$ cat config.mk
export PLATFORM = sky130hd
export DESIGN_NAME = per_slot_event_rate_limiter_top
export DESIGN_NICKNAME = d
export VERILOG_FILES = /design/src/rtl/psrl_pkg.sv /design/src/rtl/psrl_ram.sv /design/src/rtl/psrl_front.sv /design/src/rtl/psrl_back.sv /design/src/rtl/per_slot_event_rate_limiter_top.sv
export SDC_FILE = /design/constraint.sdc
export NUM_CORES = 2
export LEC_CHECK = 0
export BUFFER_PORTS_ARGS = -buffer_cell sky130_fd_sc_hd__buf_2
export CAP_MARGIN = 20
export CORE_MARGIN = 2
export CORE_UTILIZATION = 40
export DETAILED_ROUTE_END_ITERATION = 10
export PLACE_DENSITY_LB_ADDON = 0.12
export SYNTH_ARGS = -nofsm -noshare
export SYNTH_HDL_FRONTEND = slang
export SYNTH_SLANG_ARGS = --single-unit
$ cat constraint.sdc
create_clock -name i_clk -period 13.2 [get_ports i_clk]
set_input_delay 1.32 -clock i_clk [delete_from_list [all_inputs] [get_ports i_clk]]
set_output_delay 1.32 -clock i_clk [all_outputs]
set_load 0.005 [all_outputs]
$ cat src/rtl/psrl_pkg.sv
// Shared types, codes and constants of the per-slot event rate limiter.
package psrl_pkg;

    // Field widths of the stream items.
    localparam int SLOT_W  = 3;
    localparam int KIND_W  = 2;
    localparam int MASK_W  = 4;
    localparam int TOKEN_W = 16;
    localparam int COUNT_W = 32;

    // Default sizes of the counter store.
    localparam int DEF_NUM_SLOTS = 8;
    localparam int DEF_NUM_KINDS = 4;

    // Refill value after reset, and the value used when the rate register is zero.
    localparam logic [TOKEN_W-1:0] FALLBACK_RATE = 16'd100;

    // Work queue between the front and back parts.
    localparam int QUEUE_DEPTH = 2;
    localparam int QPTR_W      = 1;
    localparam int QCNT_W      = 2;

    // Command codes on the input tuser.
    localparam logic [1:0] CMD_EVENT  = 2'd0;
    localparam logic [1:0] CMD_TICK   = 2'd1;
    localparam logic [1:0] CMD_CONFIG = 2'd2;

    // Configuration register indexes.
    localparam logic CFG_RATE = 1'b0;
    localparam logic CFG_MASK = 1'b1;

    typedef enum logic [1:0] {
        OP_EVENT,
        OP_TICK,
        OP_CONFIG
    } t_op;

    typedef enum logic [1:0] {
        RK_VERDICT = 2'd0,
        RK_REPORT  = 2'd1,
        RK_ACK     = 2'd2,
        RK_DONE    = 2'd3
    } t_rkind;

    typedef enum logic [2:0] {
        ST_IDLE,
        ST_EV_RD,
        ST_TK_RD,
        ST_TK_WR,
        ST_CF_WR,
        ST_EMIT
    } t_bstate;

    // One classified command waiting for the back part.
    typedef struct packed {
        t_op               op;
        logic [SLOT_W-1:0] slot;
        logic [KIND_W-1:0] kind;
        logic [MASK_W-1:0] new_mask;
        logic              inherit;
        logic              ev_ok;
        logic              slot_ok;
    } t_work;

    // One result item.
    typedef struct packed {
        t_rkind             rkind;
        logic               allowed;
        logic [SLOT_W-1:0]  slot;
        logic [KIND_W-1:0]  kind;
        logic [COUNT_W-1:0] count;
        logic               last;
    } t_result;

endpackage

$ cat src/rtl/psrl_ram.sv
// Generic single-write, single-read RAM with registered read data.
module psrl_ram #(
    parameter int WIDTH = 8,
    parameter int DEPTH = 16
) (
    input  logic                                      i_clk,
    input  logic                                      i_we,
    input  logic [((DEPTH > 1) ? $clog2(DEPTH) : 1)-1:0] i_wr_addr,
    input  logic [WIDTH-1:0]                          i_wr_data,
    input  logic [((DEPTH > 1) ? $clog2(DEPTH) : 1)-1:0] i_rd_addr,
    output logic [WIDTH-1:0]                          o_rd_data
);
    logic [WIDTH-1:0] r_mem [DEPTH];
    logic [WIDTH-1:0] r_rd_data;

    always_ff @(posedge i_clk) begin
        if (i_we) begin
            r_mem[i_wr_addr] <= i_wr_data;
        end
        r_rd_data <= r_mem[i_rd_addr];
    end

    assign o_rd_data = r_rd_data;
endmodule

$ cat src/rtl/psrl_front.sv
// Front part: accepts commands, classifies them and queues them for the back part.
module psrl_front #(
    parameter int NUM_SLOTS = 8,
    parameter int NUM_KINDS = 4
) (
    input  logic                        i_clk,
    input  logic                        i_rst_n,
    input  logic                        i_s_tvalid,
    output logic                        o_s_tready,
    input  logic [1:0]                  i_command,
    input  logic [psrl_pkg::SLOT_W-1:0] i_slot,
    input  logic [psrl_pkg::KIND_W-1:0] i_kind,
    input  logic [psrl_pkg::MASK_W-1:0] i_new_mask,
    input  logic                        i_inherit,
    output logic                        o_q_valid,
    output psrl_pkg::t_work             o_q_item,
    input  logic                        i_q_pop
);
    import psrl_pkg::*;

    t_work             r_buf [QUEUE_DEPTH];
    logic [QPTR_W-1:0] r_wp;
    logic [QPTR_W-1:0] r_rp;
    logic [QCNT_W-1:0] r_cnt;

    t_work w_item;
    logic  w_known;
    logic  w_push;

    always_comb begin
        w_item          = '0;
        w_known         = 1'b1;
        w_item.slot     = i_slot;
        w_item.kind     = i_kind;
        w_item.new_mask = i_new_mask;
        w_item.inherit  = i_inherit;
        w_item.slot_ok  = ({1'b0, i_slot} < 4'(NUM_SLOTS));
        w_item.ev_ok    = w_item.slot_ok && ({1'b0, i_kind} < 3'(NUM_KINDS));
        case (i_command)
            CMD_EVENT:  w_item.op = OP_EVENT;
            CMD_TICK:   w_item.op = OP_TICK;
            CMD_CONFIG: w_item.op = OP_CONFIG;
            default: begin
                // The unused command is taken and dropped.
                w_item.op = OP_EVENT;
                w_known   = 1'b0;
            end
        endcase
    end

    assign o_s_tready = (r_cnt != QCNT_W'(QUEUE_DEPTH));
    assign w_push     = i_s_tvalid && o_s_tready && w_known;
    assign o_q_valid  = (r_cnt != '0);
    assign o_q_item   = r_buf[r_rp];

    always_ff @(posedge i_clk) begin
        if (!i_rst_n) begin
            r_wp  <= '0;
            r_rp  <= '0;
            r_cnt <= '0;
        end else begin
            if (w_push) begin
                r_wp <= r_wp + 1'b1;
            end
            if (i_q_pop) begin
                r_rp <= r_rp + 1'b1;
            end
            if (w_push && !i_q_pop) begin
                r_cnt <= r_cnt + 1'b1;
            end else if (!w_push && i_q_pop) begin
                r_cnt <= r_cnt - 1'b1;
            end
        end
    end

    always_ff @(posedge i_clk) begin
        if (w_push) begin
            r_buf[r_wp] <= w_item;
        end
    end
endmodule

$ cat src/rtl/psrl_back.sv
// Back part: carries out events, ticks and slot configuration on the counter store.
module psrl_back #(
    parameter int NUM_SLOTS = 8,
    parameter int NUM_KINDS = 4
) (
    input  logic                         i_clk,
    input  logic                         i_rst_n,
    input  logic                         i_q_valid,
    input  psrl_pkg::t_work              i_q_item,
    output logic                         o_q_pop,
    input  logic [psrl_pkg::TOKEN_W-1:0] i_refill,
    input  logic [psrl_pkg::MASK_W-1:0]  i_default_mask,
    output logic                         o_out_valid,
    output psrl_pkg::t_result            o_out,
    input  logic                         i_out_ready
);
    import psrl_pkg::*;

    localparam int SW     = (NUM_SLOTS > 1) ? $clog2(NUM_SLOTS) : 1;
    localparam int KW     = (NUM_KINDS > 1) ? $clog2(NUM_KINDS) : 1;
    localparam int SCW    = $clog2(NUM_SLOTS + 1);
    localparam int AW     = SW + KW;
    localparam int DEPTH  = 1 << AW;
    localparam int WORD_W = TOKEN_W + COUNT_W;

    t_bstate            r_state, n_state;
    logic [SCW-1:0]     r_slot, n_slot;
    logic [KW-1:0]      r_kind, n_kind;
    t_result            r_pend, n_pend;
    logic [MASK_W-1:0]  r_mask [1 << SW];
    logic [DEPTH-1:0]   r_valid;
    logic               r_rd_valid;
    logic               r_out_valid;
    t_result            r_out;

    logic               w_we;
    logic [WORD_W-1:0]  w_wdata;
    logic [AW-1:0]      w_addr;
    logic [AW-1:0]      w_rd_addr;
    logic [WORD_W-1:0]  w_rd_data;
    logic [TOKEN_W-1:0] w_tok;
    logic [COUNT_W-1:0] w_cnt;
    logic               w_mask_we;
    logic [SW-1:0]      w_mask_idx;
    logic [MASK_W-1:0]  w_mask;
    logic               w_emit;
    t_result            w_emit_res;
    logic               w_out_free;

    psrl_ram #(
        .WIDTH (WORD_W),
        .DEPTH (DEPTH)
    ) u_store (
        .i_clk     (i_clk),
        .i_we      (w_we),
        .i_wr_addr (w_addr),
        .i_wr_data (w_wdata),
        .i_rd_addr (w_rd_addr),
        .o_rd_data (w_rd_data)
    );

    // Entries never written read as zero tokens and zero count.
    assign w_tok      = r_rd_valid ? w_rd_data[WORD_W-1:COUNT_W] : '0;
    assign w_cnt      = r_rd_valid ? w_rd_data[COUNT_W-1:0] : '0;
    assign w_addr     = {r_slot[SW-1:0], r_kind};
    assign w_out_free = !r_out_valid || i_out_ready;
    assign w_mask     = r_mask[w_mask_idx];

    always_comb begin
        n_state    = r_state;
        n_slot     = r_slot;
        n_kind     = r_kind;
        n_pend     = r_pend;
        o_q_pop    = 1'b0;
        w_we       = 1'b0;
        w_wdata    = {i_refill, {COUNT_W{1'b0}}};
        w_rd_addr  = w_addr;
        w_mask_we  = 1'b0;
        w_mask_idx = r_slot[SW-1:0];
        w_emit     = 1'b0;
        w_emit_res = r_pend;
        case (r_state)
            ST_IDLE: begin
                w_mask_idx = SW'(i_q_item.slot);
                w_rd_addr  = {SW'(i_q_item.slot), KW'(i_q_item.kind)};
                if (i_q_valid) begin
                    o_q_pop        = 1'b1;
                    n_slot         = SCW'(i_q_item.slot);
                    n_kind         = KW'(i_q_item.kind);
                    n_pend         = '0;
                    n_pend.slot    = i_q_item.slot;
                    n_pend.last    = 1'b1;
                    case (i_q_item.op)
                        OP_EVENT: begin
                            n_pend.rkind = RK_VERDICT;
                            n_pend.kind  = i_q_item.kind;
                            if (i_q_item.ev_ok && w_mask[i_q_item.kind]) begin
                                n_state = ST_EV_RD;
                            end else begin
                                n_state = ST_EMIT;
                            end
                        end
                        OP_TICK: begin
                            n_pend.rkind = RK_DONE;
                            n_pend.slot  = '0;
                            n_slot       = '0;
                            n_kind       = '0;
                            n_state      = ST_TK_RD;
                        end
                        OP_CONFIG: begin
                            n_pend.rkind = RK_ACK;
                            n_kind       = '0;
                            if (i_q_item.slot_ok) begin
                                w_mask_we = 1'b1;
                                n_state   = ST_CF_WR;
                            end else begin
                                n_state = ST_EMIT;
                            end
                        end
                        default: n_state = ST_IDLE;
                    endcase
                end
            end
            ST_EV_RD: begin
                if (w_out_free) begin
                    w_we       = 1'b1;
                    w_emit     = 1'b1;
                    n_state    = ST_IDLE;
                    if (w_tok != '0) begin
                        w_wdata            = {w_tok - 1'b1, w_cnt};
                        w_emit_res.allowed = 1'b1;
                    end else if (w_cnt != '1) begin
                        w_wdata = {w_tok, w_cnt + 1'b1};
                    end else begin
                        w_wdata = {w_tok, w_cnt};
                    end
                end
            end
            ST_TK_RD: begin
                if (r_slot == SCW'(NUM_SLOTS)) begin
                    n_state = ST_EMIT;
                end else if (w_mask == '0) begin
                    n_slot = r_slot + 1'b1;
                end else begin
                    n_state = ST_TK_WR;
                end
            end
            ST_TK_WR: begin
                if (w_cnt == '0 || w_out_free) begin
                    w_we       = 1'b1;
                    w_emit     = (w_cnt != '0);
                    w_emit_res = '{rkind: RK_REPORT, allowed: 1'b0, slot: SLOT_W'(r_slot),
                                   kind: KIND_W'(r_kind), count: w_cnt, last: 1'b0};
                    n_state    = ST_TK_RD;
                    if (r_kind == KW'(NUM_KINDS - 1)) begin
                        n_kind = '0;
                        n_slot = r_slot + 1'b1;
                    end else begin
                        n_kind = r_kind + 1'b1;
                    end
                end
            end
            ST_CF_WR: begin
                w_we = 1'b1;
                if (r_kind == KW'(NUM_KINDS - 1)) begin
                    n_kind  = '0;
                    n_state = ST_EMIT;
                end else begin
                    n_kind = r_kind + 1'b1;
                end
            end
            ST_EMIT: begin
                if (w_out_free) begin
                    w_emit  = 1'b1;
                    n_state = ST_IDLE;
                end
            end
            default: n_state = ST_IDLE;
        endcase
    end

    always_ff @(posedge i_clk) begin
        if (!i_rst_n) begin
            r_state     <= ST_IDLE;
            r_slot      <= '0;
            r_kind      <= '0;
            r_valid     <= '0;
            r_rd_valid  <= 1'b0;
            r_out_valid <= 1'b0;
            for (int i = 0; i < (1 << SW); i++) begin
                r_mask[i] <= '0;
            end
        end else begin
            r_state    <= n_state;
            r_slot     <= n_slot;
            r_kind     <= n_kind;
            r_rd_valid <= r_valid[w_rd_addr];
            if (w_we) begin
                r_valid[w_addr] <= 1'b1;
            end
            if (w_mask_we) begin
                r_mask[w_mask_idx] <= i_q_item.inherit ? i_default_mask : i_q_item.new_mask;
            end
            if (w_emit) begin
                r_out_valid <= 1'b1;
            end else if (i_out_ready) begin
                r_out_valid <= 1'b0;
            end
        end
    end

    always_ff @(posedge i_clk) begin
        r_pend <= n_pend;
        if (w_emit) begin
            r_out <= w_emit_res;
        end
    end

    assign o_out_valid = r_out_valid;
    assign o_out       = r_out;
endmodule

$ cat src/rtl/per_slot_event_rate_limiter_top.sv
// A valid, enabled event passes the queue and the back sequencer's IDLE and EV_RD states before its
// verdict is registered at the output. A configure of a valid slot writes the store entry of every
// kind of its slot in turn, and a tick reads each slot's mask and visits every kind of each slot
// whose mask is nonzero. The back sequencer takes no new command until the current one is finished.
// Reset (i_rst_n low at a clock edge) clears masks, counters, the queue and the output;
// the rate register returns to 100 and the default mask to zero.
module per_slot_event_rate_limiter_top #(
    parameter int NUM_SLOTS = psrl_pkg::DEF_NUM_SLOTS,
    parameter int NUM_KINDS = psrl_pkg::DEF_NUM_KINDS
) (
    input  logic        i_clk,
    input  logic        i_rst_n,
    // Command stream.
    input  logic        i_s_tvalid,
    output logic        o_s_tready,
    input  logic [15:0] i_s_tdata,  // slot[2:0], kind[4:3], new_mask[8:5], inherit[9], zero
    input  logic [1:0]  i_s_tuser,  // command[1:0]
    // Result stream.
    output logic        o_m_tvalid,
    input  logic        i_m_tready,
    output logic [39:0] o_m_tdata,  // allowed[0], report_slot[3:1], report_kind[5:4],
                                    // suppressed_count[37:6], zero[39:38]
    output logic [1:0]  o_m_tuser,  // result_kind[1:0]
    output logic        o_m_tlast,  // last
    // Configuration writes: index 0 default_rate, index 1 default_mask.
    input  logic        i_cfg_we,
    input  logic        i_cfg_idx,
    input  logic [15:0] i_cfg_data
);
    import psrl_pkg::*;

    // Configuration registers, written by the user only while idle; the block does not enforce it.
    logic [TOKEN_W-1:0] r_rate;
    logic [MASK_W-1:0]  r_dmask;
    logic [TOKEN_W-1:0] w_refill;

    // Queue between the classifying front and the executing back.
    logic    w_q_valid;
    t_work   w_q_item;
    logic    w_pop;
    t_result w_out;
    logic    w_out_valid;

    always_ff @(posedge i_clk) begin
        if (!i_rst_n) begin
            r_rate  <= FALLBACK_RATE;
            r_dmask <= '0;
        end else if (i_cfg_we) begin
            case (i_cfg_idx)
                CFG_RATE: r_rate  <= i_cfg_data;
                CFG_MASK: r_dmask <= i_cfg_data[MASK_W-1:0];
                default:  r_rate  <= r_rate;
            endcase
        end
    end

    // A rate of zero refills with the fallback value.
    assign w_refill = (r_rate == '0) ? FALLBACK_RATE : r_rate;

    psrl_front #(
        .NUM_SLOTS (NUM_SLOTS),
        .NUM_KINDS (NUM_KINDS)
    ) u_front (
        .i_clk      (i_clk),
        .i_rst_n    (i_rst_n),
        .i_s_tvalid (i_s_tvalid),
        .o_s_tready (o_s_tready),
        .i_command  (i_s_tuser),
        .i_slot     (i_s_tdata[2:0]),
        .i_kind     (i_s_tdata[4:3]),
        .i_new_mask (i_s_tdata[8:5]),
        .i_inherit  (i_s_tdata[9]),
        .o_q_valid  (w_q_valid),
        .o_q_item   (w_q_item),
        .i_q_pop    (w_pop)
    );

    // The back sequencer owns the masks and the token and suppressed-count store,
    // and holds each result in an output register; the front keeps accepting while the queue has room.
    psrl_back #(
        .NUM_SLOTS (NUM_SLOTS),
        .NUM_KINDS (NUM_KINDS)
    ) u_back (
        .i_clk          (i_clk),
        .i_rst_n        (i_rst_n),
        .i_q_valid      (w_q_valid),
        .i_q_item       (w_q_item),
        .o_q_pop        (w_pop),
        .i_refill       (w_refill),
        .i_default_mask (r_dmask),
        .o_out_valid    (w_out_valid),
        .o_out          (w_out),
        .i_out_ready    (i_m_tready)
    );

    assign o_m_tvalid = w_out_valid;
    assign o_m_tdata  = {2'b00, w_out.count, w_out.kind, w_out.slot, w_out.allowed};
    assign o_m_tuser  = w_out.rkind;
    assign o_m_tlast  = w_out.last;

`ifndef SYNTHESIS
    // The back never takes work from an empty queue.
    a_pop_needs_work: assert property (@(posedge i_clk) disable iff (!i_rst_n)
        w_pop |-> w_q_valid)
        else $error("queue popped while empty");

    // A suppression report always carries a nonzero count and is never the last result.
    a_report_shape: assert property (@(posedge i_clk) disable iff (!i_rst_n)
        (o_m_tvalid && o_m_tuser == RK_REPORT) |-> (o_m_tdata[37:6] != '0 && !o_m_tlast))
        else $error("malformed suppression report");

    // Only a verdict may allow an event.
    a_allow_only_verdict: assert property (@(posedge i_clk) disable iff (!i_rst_n)
        (o_m_tvalid && o_m_tuser != RK_VERDICT) |-> !o_m_tdata[0])
        else $error("allowed flag set outside a verdict");

    // The output stage is empty right after reset.
    a_reset_empty: assert property (@(posedge i_clk)
        !i_rst_n |=> !o_m_tvalid)
        else $error("result valid after reset");
`endif
endmodule
==> run_results.csv <==
group,metric,value,unit
route,drt_iter0_markers,3678,
synthesis,synth.distinct_cells,69,
hold_path,hold_class,"flip-flop to flip-flop",
clocking,postCtsSetupBuffers,0,
die,die_w,419,um
sta,worst_pin_slew,1.13,ns
power_and_ir_drop,power_density,222,nW/um^2
critical_path,worst-path-buf-inv,2,
clocking,hold_buffers,0,
critical_path,worstPathArrival,6.24,ns
global_routing,grt_util_all_layers,21.7,%
critical_path,crit_type,"flip-flop to flip-flop",
final_layout,area_growth,14.0,%
synthesis,yosysTopAreaCell,"edfxtp_1",
power_and_ir_drop,peakVddDrop,318,uV
critical_path,cp.depth,9,
die,initial_core_util,40.2,%
critical_path,rr_worst_depth,9,
final_layout,drive_gt1_share,23.0,%
power_and_ir_drop,power_frac_seq,37.9,%
sta,fin_crit_sh,44.1,%
die,num_rows,152,
global_routing,gr-usage-met2,36.5,%
critical_path,r2r_end,"u_back.u_store.r_mem[29][7]",
critical_path,slowest_stage,"o21ai_0",
critical_path,cp.required,13.63,ns
placement,hpwl,97700,um
power_and_ir_drop,switching_share,34.1,%
critical_path,crit_path_frequent_cell,"buf_4",
route,drtAntennaViolNets,0,
route,vias,36000,
clocking,numCtsBuffers,184,
route,wl_per_cell,29.9,um
power_and_ir_drop,p_comb_share,33.0,%
sta,finClkSkew,0.0392,ns
synthesis,netlist_area,68700,um^2
critical_path,cp_max_fo,31,
route,remaining_drc_errors,0,
synthesis,async_reset_ff_share,0,%
final_layout,fin_nets,4013,
sta,fin_setup_tns,0,ns
critical_path,critPathMaxStageDelay,0.92,ns
clocking,cts.sinks,1756,
power_and_ir_drop,netSwitchingPower,0.00594,W
critical_path,crit_end,"u_back.u_store.r_mem[29][7]",
sta,hold_violations,0,
sta,rsz0062_at_grt,"no",
power_and_ir_drop,pwr-share-clk,29.1,%
global_routing,grt_max_degree,137,
synthesis,yosysTopAreaCellShare,71.7,%
synthesis,ys_warn_count,0,
critical_path,critPathLaunch,"u_back.u_store.o_rd_data[20]",
global_routing,grt_util_met3,2.89,%
route,routed_wl,190000,um
critical_path,rr_startpoint,"u_back.u_store.o_rd_data[20]",
global_routing,grt_antenna_before_repair,6,
sta,finalSetupViolations,0,
synthesis,synth_edf_count,1640,
critical_path,crit_path_cell_trace,"nor4_1 -> nand4_1 -> o21ai_0 -> a21oi_1 -> o21ai_1 -> nand2_1 -> buf_4 -> nor2_4 -> buf_4",
synthesis,yosysSeqAreaShare,75.0,%
global_routing,grt_util_met1,30.1,%
clocking,cts_tree,"built",
run_status,status,"finished, final reports clean",
clocking,root_buffer,"clkbuf_16",
sta,max_freq,172,MHz
clocking,max-clock-path-buffers,3,
sta,period_minus_slack,5.82,ns
die,die_area,175000,um^2
final_layout,num_antenna_cells,0,
sta,drv_slew,0,
power_and_ir_drop,total_power,0.0174,W
placement,gp_congestion,0.798,
die,die_h,419,um
route,first_pass_iters,6,
synthesis,synth.avg_cell_area,18.2,um^2
placement,port_buffers,76,
power_and_ir_drop,power_leakage,23.9,nW
critical_path,cp-end-kind,"flip-flop",
global_routing,grt.busiest_layer,"met2",
placement,dp.cells,5994,
synthesis,synth_area_leaders,"edfxtp_1, mux4_2, dfxtp_1",
critical_path,worstSetupStartpointType,"flip-flop",
clocking,htreeDepth,4,
global_routing,grt-ovfl-total,0,
power_and_ir_drop,internal-power,0.0115,W
critical_path,crit_family,"simple AND/OR/NAND/NOR gates",
synthesis,synth_seq_cells,1756,
synthesis,ys.flop_type,"edfxtp_1",
final_layout,finalNonFillerCells,6346,
route,viasPerCell,5.68,
die,coreArea,171000,um^2
clocking,insertion_delay,0.82,ns
flow_run,drv_cap,0,
die,ios,85,
clocking,path_clk_slew,0.06,ns
global_routing,grt_pass1_vias,36200,
clocking,cts_resized,0,
synthesis,synthCells,3766,
sta,slew_headroom,23.8,%
global_routing,grt_pass1_wl,270000,um
critical_path,reg2reg_slack,7.38,ns
==> worst register-to-register path: cells and delay by family, from the launching register on <==
family	cells	cell delay, ns
AOI/OAI and AO/OA	3	1.58
and+or+nand+nor	4	2.23
buffers and inverters	2	1.13
DFF	1	0.41
==> layer usage <==
metal | share of wire [%] | wire, um | vias to the layer above
li1 | - | - | 15400
met1 | 43 | 82000 | 19400
met2 | 50 | 94600 | 1012
met3 | 4.9 | 9390 | 249
met4 | 2.1 | 3900 | 0
met5 | 0 | 0 | -
==> through the flow <==
stage	utilization (%)	hold slack, ns	setup WS (ns)	instance area (um^2)
6_report	45.8	0.455	7.38	78400
5_1_grt	45.8	0.483	7.21	78400
4_1_cts	45.7	0.457	7.14	78100
3_5_place_dp	42.2	0.443	7.15	72200
3_3_place_gp	42.2	0.430	7.16	72200
2_1_floorplan	-	0.420	8.46	68700
==> Yosys cell counts (13+ instances only) <==
cell / number
or4_1: 53
buf_4: 13
o211ai_1: 16
inv_1: 17
and3_1: 36
nand2_1: 555
edfxtp_1: 1640
a21oi_1: 210
a21boi_0: 21
clkbuf_1: 108
buf_1: 13
mux4_2: 392
xor2_1: 17
ha_1: 15
buf_6: 24
nand3_1: 30
mux2i_1: 16
nand4_1: 27
dfxtp_1: 116
nor4_1: 15
and2_1: 17
o311ai_0: 13
o21ai_0: 57
xnor2_1: 18
nor2_1: 139
buf_2: 54
==> cells by family (layout without fill, tap and decap cells) <==
| logic type | Yosys count | count (layout) | synth area share (%) |
|---|---|---|---|
| and+or+nand+nor | 921 | 921 | 5.94 |
| muxes | 416 | 416 | 13.2 |
| DFF | 1756 | 1756 | 75.0 |
| AOI/OAI and AO/OA | 390 | 390 | 3.39 |
| other | 1 | 2 | 0.00546 |
| adders and majority gates | 15 | 15 | 0.273 |
| xor gates and xnor gates | 35 | 35 | 0.446 |
| buffers and inverters | 232 | 578 | 1.70 |
==> power groups by stage <==
stage | Sequential [W] | Clock, W | Combinational [W]
global route | 0.00661 | 0.00538 | 0.00620
floorplan | 0.00663 | 0 | 0.00402
finish | 0.00659 | 0.00507 | 0.00574
CTS | 0.00659 | 0.00517 | 0.00580
global placement | 0.00671 | 0 | 0.00580
detailed placement | 0.00671 | 0 | 0.00578
==> layout by cell type, fill, tap and decap left out, types with 9 or more instances in the layout <==
master     netlist  routed
xor2_1          17      17
clkinv_1         3      38
buf_2           54      76
nand3_1         30      30
dfxtp_1        116     115
o311ai_0        13      13
o21ai_0         57      52
clkinv_2         0      29
ha_1            15      15
nor2_4           0      33
nand4_1         27      27
a21oi_1        210     206
nor3_1          10       9
clkbuf_8         0      23
nand2_1        555     555
inv_1           17      17
and3_1          36      36
or4_1           53      53
nor4_1          15      15
or3_1            9       9
o211ai_1        16      16
a21boi_0        21      21
clkbuf_1       108      41
edfxtp_1      1640    1640
clkbuf_16        0     187
xnor2_1         18      18
and2_1          17      14
mux2i_1         16      16
bufinv_16        0       9
mux4_2         392     392
nor2_1         139     100
buf_4           13     122
==> worst min-delay path by stage <==
stage | cells after the start | startpoint | end
after CTS | 2 | u_back.r_valid[22] | u_back.r_valid[22]
after global routing | 1 | u_back.r_valid[6] | u_back.r_valid[6]
after global placement | 2 | u_back.r_valid[9] | u_back.r_valid[9]
after floorplan | 2 | u_back.r_valid[13] | u_back.r_valid[13]
final | 2 | u_back.r_valid[19] | u_back.r_valid[19]
after detailed placement | 2 | u_back.r_valid[22] | u_back.r_valid[22]
==> final cells by class <==
| class | instances | area (um^2) |
|---|---|---|
| Tap cell | 2233 | 2790 |
| Clock inverter | 91 | 786 |
| Inverter | 20 | 75.1 |
| Timing Repair Buffer | 217 | 1680 |
| Clock buffer | 250 | 5120 |
| Sequential cell | 1756 | 51600 |
| Fill cell | 14700 | 92800 |
| Multi-Input combinational cell | 1779 | 16300 |
==> state kept, by name, summed over array words and instances (netlist names), 4 cells and up, named ones only <==
| signal | cells |
|---|---|
| r_dmask | 4 |
| r_rate | 16 |
| u_back.o_out | 41 |
| u_back.r_mask | 32 |
| u_back.r_pend | 7 |
| u_back.r_slot | 4 |
| u_back.r_valid | 32 |
| u_back.u_store.o_rd_data | 48 |
| u_back.u_store.r_mem | 1536 |
| u_front.r_buf | 24 |
No activity file was read; power rests on OpenSTA's default activity.
